[config.mk]
export PLATFORM = sky130hd
export DESIGN_NAME = ibus_frame_receiver_top
export DESIGN_NICKNAME = d
export VERILOG_FILES = /design/src/hw/rtl/ifr_pkg.sv /design/src/hw/rtl/ifr_front.sv /design/src/hw/rtl/ifr_queue.sv /design/src/hw/rtl/ifr_back.sv /design/src/hw/rtl/ibus_frame_receiver_top.sv
export SDC_FILE = /design/constraint.sdc
export NUM_CORES = 1
export LEC_CHECK = 0
export ABC_AREA = 1
export BUFFER_PORTS_ARGS = -buffer_cell sky130_fd_sc_hd__buf_2
export CAP_MARGIN = 20
export CELL_PAD_IN_SITES_DETAIL_PLACEMENT = 1
export CELL_PAD_IN_SITES_GLOBAL_PLACEMENT = 1
export CORE_MARGIN = 2
export CORE_UTILIZATION = 45
export CTS_CLUSTER_SIZE = 20
export DETAILED_ROUTE_END_ITERATION = 12
export MAX_ROUTING_LAYER = met4
export PLACE_DENSITY = 0.77
export SYNTH_ARGS = -nofsm -noshare
export SYNTH_HDL_FRONTEND = slang
export SYNTH_SLANG_ARGS = --single-unit
[constraint.sdc]
create_clock -name aclk -period 4.3 [get_ports aclk]
set_input_delay 1.075 -clock aclk [delete_from_list [all_inputs] [get_ports aclk]]
set_output_delay 1.075 -clock aclk [all_outputs]
set_load 0.1 [all_outputs]
[src/hw/rtl/ifr_pkg.sv]
// ifr_pkg: shared types and codes for the bus frame receiver
// no dependencies
package ifr_pkg;

    localparam int QDEPTH = 2;
    localparam int QPTR_W = $clog2(QDEPTH);
    localparam int QCNT_W = $clog2(QDEPTH + 1);

    localparam logic [1:0] ST_DATA   = 2'd0;
    localparam logic [1:0] ST_GOOD   = 2'd1;
    localparam logic [1:0] ST_BADSUM = 2'd2;
    localparam logic [1:0] ST_BADLEN = 2'd3;

    localparam logic [7:0] LEN_OVERHEAD = 8'd2;

    typedef struct packed {
        logic [1:0] status;
        logic [7:0] data_byte;
        logic [7:0] source_addr;
        logic [7:0] dest_addr;
        logic       frame_end;
    } ifr_result_t;

endpackage

[src/hw/rtl/ifr_front.sv]
// ifr_front: byte classifier and frame state, one beat per cycle while the queue has space
// depends on ifr_pkg
module ifr_front import ifr_pkg::*; (
    input  logic        aclk,
    input  logic        aresetn,
    input  logic        s_valid,
    output logic        s_ready,
    input  logic [7:0]  s_rx_byte,
    input  logic        q_ready,
    output logic        q_push,
    output ifr_result_t q_data
);

    localparam logic [2:0] PH_SOURCE   = 3'd0;
    localparam logic [2:0] PH_LENGTH   = 3'd1;
    localparam logic [2:0] PH_DEST     = 3'd2;
    localparam logic [2:0] PH_DATA     = 3'd3;
    localparam logic [2:0] PH_CHECK    = 3'd4;
    localparam logic [2:0] PH_DEST_BAD = 3'd5;

    logic [2:0] phase_reg, phase_next;
    logic [7:0] remaining_reg, remaining_next;
    logic [7:0] xor_reg, xor_next;
    logic [7:0] src_reg, src_next;
    logic [7:0] dst_reg, dst_next;
    logic       accept;
    logic       has_result;
    logic [1:0] res_status;
    logic [7:0] res_data;
    logic       res_end;
    logic [7:0] rem_dec;

    assign s_ready = q_ready;
    assign accept  = s_valid & q_ready;
    assign rem_dec = remaining_reg - 8'd1;

    always_comb begin
        phase_next     = phase_reg;
        remaining_next = remaining_reg;
        xor_next       = xor_reg;
        src_next       = src_reg;
        dst_next       = dst_reg;
        has_result     = 1'b0;
        res_status     = ST_DATA;
        res_data       = 8'd0;
        res_end        = 1'b0;
        unique case (phase_reg)
            PH_LENGTH: begin
                xor_next = xor_reg ^ s_rx_byte;
                if (s_rx_byte < LEN_OVERHEAD) begin
                    remaining_next = 8'd0;
                    phase_next     = PH_DEST_BAD;
                end else begin
                    remaining_next = s_rx_byte - LEN_OVERHEAD;
                    phase_next     = PH_DEST;
                end
            end
            PH_DEST: begin
                dst_next   = s_rx_byte;
                xor_next   = xor_reg ^ s_rx_byte;
                phase_next = (remaining_reg == 8'd0) ? PH_CHECK : PH_DATA;
            end
            PH_DEST_BAD: begin
                dst_next   = s_rx_byte;
                xor_next   = xor_reg ^ s_rx_byte;
                phase_next = PH_SOURCE;
                has_result = 1'b1;
                res_status = ST_BADLEN;
                res_end    = 1'b1;
            end
            PH_DATA: begin
                xor_next       = xor_reg ^ s_rx_byte;
                remaining_next = rem_dec;
                if (rem_dec == 8'd0) begin
                    phase_next = PH_CHECK;
                end
                has_result = 1'b1;
                res_data   = s_rx_byte;
            end
            PH_CHECK: begin
                phase_next = PH_SOURCE;
                has_result = 1'b1;
                res_status = (s_rx_byte == xor_reg) ? ST_GOOD : ST_BADSUM;
                res_end    = 1'b1;
            end
            default: begin
                src_next       = s_rx_byte;
                xor_next       = s_rx_byte;
                remaining_next = 8'd0;
                phase_next     = PH_LENGTH;
            end
        endcase
    end

    assign q_push = accept & has_result;

    always_comb begin
        q_data.status      = res_status;
        q_data.data_byte   = res_data;
        q_data.source_addr = src_next;
        q_data.dest_addr   = dst_next;
        q_data.frame_end   = res_end;
    end

    always_ff @(posedge aclk) begin
        if (!aresetn) begin
            phase_reg     <= PH_SOURCE;
            remaining_reg <= 8'd0;
            xor_reg       <= 8'd0;
            src_reg       <= 8'd0;
            dst_reg       <= 8'd0;
        end else if (accept) begin
            phase_reg     <= phase_next;
            remaining_reg <= remaining_next;
            xor_reg       <= xor_next;
            src_reg       <= src_next;
            dst_reg       <= dst_next;
        end
    end

    a_data_only_in_data_phase: assert property (@(posedge aclk) disable iff (!aresetn)
        (q_push && q_data.status == ST_DATA) |-> (phase_reg == PH_DATA && !q_data.frame_end))
        else $error("data beat outside data phase");

    a_bad_len_path: assert property (@(posedge aclk) disable iff (!aresetn)
        (accept && phase_reg == PH_LENGTH && s_rx_byte < LEN_OVERHEAD)
        |=> (phase_reg == PH_DEST_BAD && remaining_reg == 8'd0))
        else $error("short length did not enter bad destination phase");

endmodule

[src/hw/rtl/ifr_queue.sv]
// ifr_queue: short result queue between front and back
// depends on ifr_pkg
module ifr_queue import ifr_pkg::*; (
    input  logic        aclk,
    input  logic        aresetn,
    input  logic        push,
    input  ifr_result_t push_data,
    output logic        can_push,
    input  logic        pop,
    output logic        not_empty,
    output ifr_result_t head
);

    ifr_result_t              mem_reg [QDEPTH];
    logic [QPTR_W-1:0]        wr_ptr_reg;
    logic [QPTR_W-1:0]        rd_ptr_reg;
    logic [QCNT_W-1:0]        count_reg, count_next;

    assign can_push  = (count_reg != QCNT_W'(QDEPTH));
    assign not_empty = (count_reg != '0);
    assign head      = mem_reg[rd_ptr_reg];

    always_comb begin
        count_next = count_reg;
        if (push && !pop) begin
            count_next = count_reg + QCNT_W'(1);
        end else if (pop && !push) begin
            count_next = count_reg - QCNT_W'(1);
        end
    end

    always_ff @(posedge aclk) begin
        if (push) begin
            mem_reg[wr_ptr_reg] <= push_data;
        end
    end

    always_ff @(posedge aclk) begin
        if (!aresetn) begin
            wr_ptr_reg <= '0;
            rd_ptr_reg <= '0;
            count_reg  <= '0;
        end else begin
            if (push) begin
                wr_ptr_reg <= wr_ptr_reg + QPTR_W'(1);
            end
            if (pop) begin
                rd_ptr_reg <= rd_ptr_reg + QPTR_W'(1);
            end
            count_reg <= count_next;
        end
    end

    a_no_overflow: assert property (@(posedge aclk) disable iff (!aresetn)
        push |-> (can_push || pop))
        else $error("queue push while full");

    a_no_underflow: assert property (@(posedge aclk) disable iff (!aresetn)
        pop |-> not_empty)
        else $error("queue pop while empty");

endmodule

[src/hw/rtl/ifr_back.sv]
// ifr_back: output register stage driving the result channel
// depends on ifr_pkg
module ifr_back import ifr_pkg::*; (
    input  logic        aclk,
    input  logic        aresetn,
    input  logic        q_not_empty,
    input  ifr_result_t q_head,
    output logic        q_pop,
    output logic        m_valid,
    input  logic        m_ready,
    output ifr_result_t m_data
);

    logic        valid_reg;
    ifr_result_t out_reg;

    assign q_pop   = q_not_empty & (~valid_reg | m_ready);
    assign m_valid = valid_reg;
    assign m_data  = out_reg;

    always_ff @(posedge aclk) begin
        if (q_pop) begin
            out_reg <= q_head;
        end
    end

    always_ff @(posedge aclk) begin
        if (!aresetn) begin
            valid_reg <= 1'b0;
        end else if (q_pop) begin
            valid_reg <= 1'b1;
        end else if (m_ready) begin
            valid_reg <= 1'b0;
        end
    end

    a_load_only_when_free: assert property (@(posedge aclk) disable iff (!aresetn)
        (valid_reg && !m_ready) |-> !q_pop)
        else $error("output register overwritten while stalled");

endmodule

[src/hw/rtl/ibus_frame_receiver_top.sv]
// ibus_frame_receiver_top: frame parser for an xor-checked serial bus
// depends on ifr_pkg, ifr_front, ifr_queue, ifr_back
//
// channel  dir  handshake          payload
// s_       in   s_valid/s_ready    s_rx_byte[7:0]
// m_       out  m_valid/m_ready    m_status, m_data_byte, m_source_addr,
//                                  m_dest_addr, m_frame_end
//
// one beat per cycle in and out while neither side stalls; each result is
// written into the queue, then loaded into the output register
// aresetn is synchronous: frame state returns to expect-source, queue empties
// s_ready follows queue space only, so a stalled m_ side backs up through a
// two-entry queue and the output register before input stalls
module ibus_frame_receiver_top import ifr_pkg::*; (
    input  logic       aclk,
    input  logic       aresetn,
    input  logic       s_valid,
    output logic       s_ready,
    input  logic [7:0] s_rx_byte,
    output logic       m_valid,
    input  logic       m_ready,
    output logic [1:0] m_status,
    output logic [7:0] m_data_byte,
    output logic [7:0] m_source_addr,
    output logic [7:0] m_dest_addr,
    output logic       m_frame_end
);

    logic        q_can_push;
    logic        q_push;
    ifr_result_t q_in;
    logic        q_pop;
    logic        q_not_empty;
    ifr_result_t q_head;
    ifr_result_t m_data;

    ifr_front u_front (
        .aclk      (aclk),
        .aresetn   (aresetn),
        .s_valid   (s_valid),
        .s_ready   (s_ready),
        .s_rx_byte (s_rx_byte),
        .q_ready   (q_can_push),
        .q_push    (q_push),
        .q_data    (q_in)
    );

    ifr_queue u_queue (
        .aclk      (aclk),
        .aresetn   (aresetn),
        .push      (q_push),
        .push_data (q_in),
        .can_push  (q_can_push),
        .pop       (q_pop),
        .not_empty (q_not_empty),
        .head      (q_head)
    );

    ifr_back u_back (
        .aclk        (aclk),
        .aresetn     (aresetn),
        .q_not_empty (q_not_empty),
        .q_head      (q_head),
        .q_pop       (q_pop),
        .m_valid     (m_valid),
        .m_ready     (m_ready),
        .m_data      (m_data)
    );

    assign m_status      = m_data.status;
    assign m_data_byte   = m_data.data_byte;
    assign m_source_addr = m_data.source_addr;
    assign m_dest_addr   = m_data.dest_addr;
    assign m_frame_end   = m_data.frame_end;

endmodule
; Yosys cells after proc, flatten, opt, wreduce, memory -nomap -nowiden
; Memory sizes are Yosys's and may differ from the RTL's. A register that Yosys moved wholly into a read port is not among the register bits.
; Cells that the tools add are included.
[op_classes]
bitwise = 8
n_reduce_logical = 18
n_eq_ne = 8
n_lt_le_gt_ge = 1
muxes = 20
addsub = 6
[op_table]
columns = cell, n
row1 = $mux 8, 4
row2 = $pmux 8 s3, 1
row3 = $logic_not 8->1, 2
row4 = $pmux 8 s2, 1
row5 = $pmux 3 s4, 1
row6 = $mux 3, 3
row7 = $eq 8x8->1, 1
row8 = $lt 8x2->1 const B, 1
row9 = $sub 8x1->8 const B, 1
row10 = $sub 8x2->8 const B, 1
row11 = $xor 8x8->8, 1
row12 = $eq 3x2->1 const B, 2
row13 = $eq 3x3->1 const B, 2
row14 = $mux 1, 6
row15 = $mux 2, 3
row16 = $reduce_and 2->1, 3
row17 = $reduce_bool 2->1, 3
row18 = $reduce_or 3->1, 2
row19 = $reduce_or 5->1, 1
row20 = $pmux 2 s2, 1
row21 = $reduce_or 2->1, 2
row22 = $reduce_or 4->1, 1
row23 = $and 1x1->1, 3
row24 = $eq 3x1->1 const B, 1
row25 = other kinds (9), 14
[word_totals]
elab_cells = 71
input_bits = 12
mem_count = 1
output_inout_bits = 29
mem_bits_rw = 54
reg_bits = 40
[mem_list]
columns = memory, words, word_bits, rd, rd_clocked_by_memory_dff, write_ports, line_no
row1 = u_queue.mem_reg, 2, 27, 1, 1, 1, ifr_queue.sv:14  ; ifr_result_t mem_reg [QDEPTH];

; Depth between registers and ports, before layout
; Gate-level depths: netlist (run 1).
[logic_depth]
word_depth = 8
ltp_mapped = 13
depth_no_buf = 13

; By module
; A second synthesis (run 1) with hierarchy kept.
[unflattened]
cells_unflattened = 501
area_unflattened_um2 = 5355.1
[modules_own_cells]
columns = module, seq_area_each_um2, cells_each, area_per_inst_um2, instances
row1 = ifr_queue, 1721.7, 119, 2279.7, 1
row2 = ifr_front, 700.7, 348, 2213.4, 1
row3 = ifr_back, 830.8, 34, 862.1, 1

; Worst setup path before layout (run 1)
; No wires, ideal clock.
[synth_path]
path_type = input port to flip-flop
from = input port m_ready
to = register u_queue.count_reg[1]
n_path_buf = 0
setup_time_ps = 122
t_required_ps = 4178
arrival_ps = 3452
slack_ps = 726
cell_stages = 8
cell_sequence = nor2_1 -> a21oi_1 -> inv_1 -> ha_1 -> a21oi_1 -> o21ai_0 -> o21ai_0 -> a21oi_1
[synth_between]
elab_chain_cells = 5
elab_cells_between_ends = 7
classes_between = mux (1) / bitwise (2) / reduce/logical (4)
[synth_rtl]
columns = item, line_no
row1 = "start, declared", ibus_frame_receiver_top.sv:21  ; input logic m_ready,
row2 = $or 1x1->1 (*), ifr_back.sv:17  ; assign q_pop = q_not_empty & (~valid_reg | m_ready);
row3 = $and 1x1->1 (*), ifr_back.sv:17
row4 = via q_pop, ibus_frame_receiver_top.sv:32  ; logic q_pop;
row5 = $logic_not 1->1, ifr_queue.sv:25  ; if (push && !pop) begin
row6 = $logic_and 1x1->1, ifr_queue.sv:25
row7 = $mux 2 / $reduce_bool 2->1 (equally long branches), --
row8 = "end signal, assigned", ifr_queue.sv:50  ; count_reg <= count_next;
row9 = "end, declared", ifr_queue.sv:17  ; logic [QCNT_W-1:0] count_reg, count_next;
; Mark *: on every way through the listed nets, which the timed path passes. The rest lies on a longest branch.
; A chain may end at the register's enable or synchronous reset.

; Final worst setup path (run 1)
[layout_path]
from = register u_queue.count_reg[0]
to = output port s_ready
[layout_between]
elab_chain_cells = 1
[layout_rtl]
columns = item, line_no
row1 = $ne 2x2->1, ifr_queue.sv:19  ; assign can_push = (count_reg != QCNT_W'(QDEPTH));
row2 = "end, declared", ibus_frame_receiver_top.sv:18  ; output logic s_ready,
; Every way passes these cells.

==> results of run 1 <==
-- power by group through the flow --
stage          Clock (mW)  Sequential, mW  Combinational, mW
3_5_place_dp            0            1.66               1.89
6_report             1.44            1.64               1.90
2_1_floorplan           0            2.48              0.736
4_1_cts              1.46            1.64               1.92
5_1_grt              1.51            1.66               2.03
3_3_place_gp            0            1.64               1.83
-- stage by stage --
step / worst slack [ns] / cell area, sq um / util (%)
floorplan: 0.726 / 5280 / -
finish: 1.84 / 6200 / 54.3
global route: 1.69 / 6200 / 54.3
detailed placement: 1.45 / 5600 / 49.1
CTS: 1.82 / 6200 / 54.3
global placement: 1.61 / 5600 / 49.1
-- layer usage --
metal,up-vias,global-route usage (%)
met5,-,-
met4,0,9.43
met3,23,5.56
met2,58,41.0
met1,1898,24.7
li1,1856,-
-- worst max-delay path, cell delays in order, from the launching register on --
cell	delay (ns)
dfxtp_1	0.34
inv_1	0.09
nand2_1	0.09
buf_2	0.44
-- cell usage in the layout (no fill, tap or decap), types with 2 or more instances in the layout --
| cell | n |
|---|---|
| nand2_1 | 132 |
| buf_2 | 40 |
| a21oi_1 | 31 |
| clkinvlp_4 | 4 |
| bufinv_16 | 3 |
| clkinv_1 | 3 |
| nor2_4 | 2 |
| xor2_1 | 14 |
| nor3_2 | 2 |
| nor4_1 | 2 |
| nor2_1 | 51 |
| a21oi_2 | 2 |
| ha_1 | 5 |
| o21ai_2 | 18 |
| dfxtp_1 | 40 |
| buf_4 | 5 |
| o22ai_1 | 4 |
| edfxtp_1 | 81 |
| nor2_2 | 3 |
| clkinv_4 | 2 |
| nand2_2 | 9 |
| clkbuf_16 | 17 |
| nand2_4 | 2 |
| o21ai_1 | 16 |
| a211oi_1 | 8 |
| clkbuf_1 | 2 |
| o21ai_0 | 14 |
| inv_2 | 6 |
| nand3_1 | 12 |
| inv_1 | 51 |
-- final cells by class --
type                       count  area share (%)
inverter                      58            3.51
timing repair buffer          45            3.84
sequential                   121            52.2
tap                          143            2.89
clock buffer                  20            7.21
clock inverter                12            2.42
multi-input combinational    335            28.0
-- cell families after synthesis --
| logic type | synth area share [%] |
|---|---|
| compound gates | 11.4 |
| flops | 61.2 |
| fa+ha+maj | 1.19 |
| simple gates | 17.6 |
| buf+inv | 6.07 |
| xor+xnor | 2.49 |
-- path summary, 6_finish.rpt --
| kind | startpoint | end | slack (ns) |
|---|---|---|---|
| setup / recovery | u_queue.count_reg[0] | s_ready | 1.84 |
| hold / removal | u_front.remaining_reg[1] | u_front.remaining_reg[1] | 0.48 |
| setup reg to reg | u_front.phase_reg[0] | u_queue.mem_reg[1][1] | 2.07 |
| hold reg to reg | u_front.remaining_reg[1] | u_front.remaining_reg[1] | 0.48 |
==> results.py, run 1 <==
metrics = {
    "outcome": {
        "status": "completed",
    },
    "drt": {
        "wl_per_cell_um": 17.8,
        "drc": 0,
        "first_iter_violations": 205,
        "dr_wl_met2_um": 6940,
        "ant_nets": 0,
        "drtPass1Iterations": 4,
        "vias_per_cell": 5.22,
        "vias": 3835,
        "wl_um": 13100,
        "wirelength_met1_um": 5460,
        "routed.top_layer": "met4",
        "wl_met3_um": 432,
    },
    "critical_path": {
        "path_class": "register to output port",
        "crit_required_ns": 3.22,
        "crit_path_end_kind": "output port",
        "cp-start-kind": "register",
        "rr_worst_depth": 7,
        "cp.arrival_ns": 1.39,
        "path_max_fanout": 4,
    },
    "cts": {
        "clockBufferDepth": 2,
        "clk_pin_slew_ns": 0.05,
        "cts_resized": 0,
        "insertion_delay_ns": 0.43,
        "cts_tree": "built",
        "htreeDepth": 4,
        "post_cts_buffers": 0,
        "hold_buffers": 0,
        "clockRootBuffer": "clkbuf_16",
        "cts.sinks": 121,
        "cts-buffers-inserted": 17,
    },
    "finish": {
        "largest_reg_flops": 54,
        "fin_cells": 734,
        "n_antenna_cell": 0,
        "syn2layout_area_growth_pct": 17.4,
        "n_fill_cell": 1291,
        "nets": 595,
        "drive_gt1_share_pct": 20.3,
        "seqCellArea_sq_um": 3230,
        "multi_input_area_sq_um": 1730,
    },
    "global_routing": {
        "grt_max_degree": 38,
        "grt_use_total_pct": 23.1,
        "grt-ovfl-total": 0,
        "grt_pass1_vias": 4252,
        "grt_pass1_wl_um": 21700,
        "antenna_found_initial": 0,
    },
    "timing": {
        "period_share_pct": 57.3,
        "maxSlewHeadroom_pct": 48.5,
        "drv_slew": 0,
        "setup_violations": 0,
        "totalNegativeSetupSlack_ns": 0,
        "grt_setup_unrepaired": "no",
        "tightestPinTransition_ns": 0.768,
        "holdWs_ns": 0.478,
        "period_needed_ns": 2.46,
        "finClkSkew_ns": 0.00987,
        "timing.fmax_mhz": 406,
        "hold_viol_final": 0,
    },
    "logic_synthesis": {
        "yosys.cell_types.count": 37,
        "async_flop_share_pct": 0,
        "synth_nets": 549,
        "yosys_warnings": 0,
        "synth_edf_count": 81,
        "syn-cell-area_sq_um": 5280,
        "ys_seq_elements": 121,
        "netlist.area_leader.share_pct": 46.1,
        "synthTopCellsByCount": "132 x nand2_1, 81 x edfxtp_1, 53 x nor2_1",
        "postSynthCellCount": 532,
        "yosys-top-cells-area": "edfxtp_1 46%, dfxtp_1 15%, nand2_1 9.4%",
        "yosysSeqAreaShare_pct": 61.2,
        "synth_most_common_cell": "nand2_1",
        "postSynthAreaPerCell_sq_um": 9.92,
        "yosys.area.top_type": "edfxtp_1",
        "synth_flop_cell": "edfxtp_1",
    },
    "placed_design": {
        "dp_hpwl_um": 8740,
        "gp_congestion": 0.869,
        "numPortBuffers": 40,
        "place_inst": 702,
    },
    "die": {
        "coreArea_sq_um": 11400,
        "ios": 41,
        "start_util_pct": 46.2,
        "die_w_um": 112,
        "fp.dieH_um": 112,
        "die-area_sq_um": 12600,
        "placementRows": 39,
    },
    "hold_path": {
        "hp-class": "register to register",
        "holdPathStages": 2,
    },
    "pwr": {
        "switchingPower_mw": 2.18,
        "p_seq_share_pct": 32.9,
        "clkPwrFrac_pct": 28.9,
        "p_comb_share_pct": 38.2,
        "leakagePower_nw": 2.60,
        "switching_share_pct": 43.7,
        "p_int_mw": 2.81,
        "power_density_nw_per_um2": 804,
        "ir_drop_uv": 555,
        "total_power_mw": 4.98,
    },
    "flow_run": {
        "drv_cap": 0,
    },
}
Note: power is estimated with default switching activity, not from simulation.
==> run 2, diff against run 1 <==
- CORE_UTILIZATION: 45 -> 42
- PLACE_DENSITY: 0.77 -> 0.75
- clock period: 4.3 -> 2.08 ns (I/O delays scaled with it)
==> run 2 against run 1 <==
Via count grew 0.34%. Core utilization shrank 2.4 points. Die area grew 6.9%.
==> results.py, run 2 (synthesis gave the netlist of run 1 again) <==
metrics = {
    "timing": {
        "timing.fmax_mhz": 517,
        "period_needed_ns": 1.93,
        "finClkSkew_ns": 0.0102,
        "tightestPinTransition_ns": 0.645,
        "hold_viol_final": 0,
        "drv_slew": 0,
        "period_share_pct": 93.0,
        "worst_slack_ns": 0.146,
        "setup_violations": 0,
        "maxSlewHeadroom_pct": 57.0,
    },
    "placed_design": {
        "dp_hpwl_um": 8880,
        "numPortBuffers": 40,
        "post_dp_cell_area_sq_um": 5790,
        "preCtsSetupSlack_ns": 0.0853,
        "place_inst": 740,
        "gp_congestion": 0.845,
    },
    "finish": {
        "final_cell_mix": "131 x nand2_1, 81 x edfxtp_1, 51 x inv_1, 51 x nor2_1, 40 x buf_2",
        "fin_cells": 771,
        "drive_gt1_share_pct": 22.1,
        "nets": 608,
        "n_antenna_cell": 0,
        "largest_reg_flops": 54,
        "fin_area_sq_um": 6310,
        "layout_commonest_cell": "nand2_1",
        "n_fill_cell": 1399,
        "syn2layout_area_growth_pct": 19.6,
    },
    "cts": {
        "cts.sinks": 121,
        "insertion_delay_ns": 0.41,
        "post_cts_buffers": 0,
        "htreeDepth": 4,
        "cts-buffers-inserted": 17,
        "cts_resized": 0,
        "clk_pin_slew_ns": 0.05,
        "cts_tree": "built",
        "clockRootBuffer": "clkbuf_16",
        "hold_buffers": 0,
        "clockBufferDepth": 2,
    },
    "global_routing": {
        "grt_pass1_vias": 4056,
        "grt_max_degree": 31,
        "grt_pass1_wl_um": 20700,
        "antenna_found_initial": 0,
        "grt-ovfl-total": 0,
        "grt_use_total_pct": 21.4,
    },
    "drt": {
        "drtPass1Iterations": 4,
        "ant_nets": 0,
        "vias_per_cell": 4.99,
        "drc": 0,
        "wl_per_cell_um": 16.6,
        "first_iter_violations": 228,
        "wl_um": 12800,
        "vias": 3848,
    },
    "pwr": {
        "switchingPower_mw": 4.45,
        "p_int_mw": 5.58,
        "switching_share_pct": 44.3,
        "power_density_nw_per_um2": 1590,
        "clkPwrFrac_pct": 26.0,
        "p_comb_share_pct": 40.2,
        "ir_drop_uv": 530,
        "leakagePower_nw": 2.64,
        "p_seq_share_pct": 33.9,
    },
    "flow_run": {
        "drv_cap": 0,
    },
    "critical_path": {
        "crit_required_ns": 1.56,
        "cp.arrival_ns": 1.41,
        "rr_worst_depth": 9,
        "crit_path_end_kind": "output port",
        "cp-start-kind": "register",
        "path_max_fanout": 4,
        "path_class": "register to output port",
    },
    "die": {
        "die-area_sq_um": 13500,
        "coreArea_sq_um": 12200,
        "start_util_pct": 43.4,
        "placementRows": 40,
        "ios": 41,
        "fp.dieH_um": 116,
        "die_w_um": 116,
    },
    "hold_path": {
        "hp-class": "input pin to register",
        "holdPathStages": 3,
    },
    "outcome": {
        "status": "completed",
    },
}
==> run 2: cell count changes in the layout (fill, tap and decap cells not counted), sizes merged <==
cell      change
clkinv        +2
buf          +13
clkinvlp      -1
bufinv        -2
==> run 2: final timing paths <==
check	startpoint	endpoint	slack, ns
max	u_queue.count_reg[0]	s_ready	0.15
min	aresetn	u_queue.rd_ptr_reg	0.39
max reg2reg	u_queue.count_reg[0]	u_queue.count_reg[1]	0.22
min reg2reg	u_queue.rd_ptr_reg	u_queue.rd_ptr_reg	0.49
==> run 2: cell type report <==
class	count	area (sq um)	share of cell area [%]
Clock buffer	20	437	6.92
Clock inverter	11	82.6	1.31
Inverter	58	218	3.45
Multi-Input combinational cell	335	1770	28.0
Sequential cell	121	3240	51.2
Tap cell	168	210	3.33
Timing Repair Buffer	58	360	5.71
==> run 2: power by group through the flow <==
stage	clock (mW)	sequential (mW)	combinational, mW
after CTS	2.64	3.40	4.07
after detailed placement	0	3.44	4.04
after global placement	0	3.42	3.89
final	2.60	3.40	4.03
after floorplan	0	5.12	1.57
after global routing	2.75	3.44	4.32
==> run 2: critical path, cell delays in order, from the launching register on <==
cell     delay (ns)
dfxtp_1        0.34
inv_1          0.16
nand2_8        0.09
buf_2          0.42
==> run 2: metal layers <==
layer | vias to the layer above | track usage [%] | routed length [um]
li1 | 1882 | - | -
met1 | 1881 | 24.2 | 5500
met2 | 70 | 37.5 | 6700
met3 | 15 | 5.03 | 480
met4 | 0 | 6.75 | 138
met5 | - | - | 0
==> run 2: stage by stage <==
stage	util (%)	TNS [ns]	power (mW)	hold slack, ns
detailed placement	47.6	0	7.48	0.483
CTS	51.9	0	10.1	0.373
floorplan	-	-0.0302	6.69	0.445
global route	51.9	-0.0136	10.5	0.420
global placement	47.6	0	7.31	0.457
finish	51.9	0	10.0	0.394
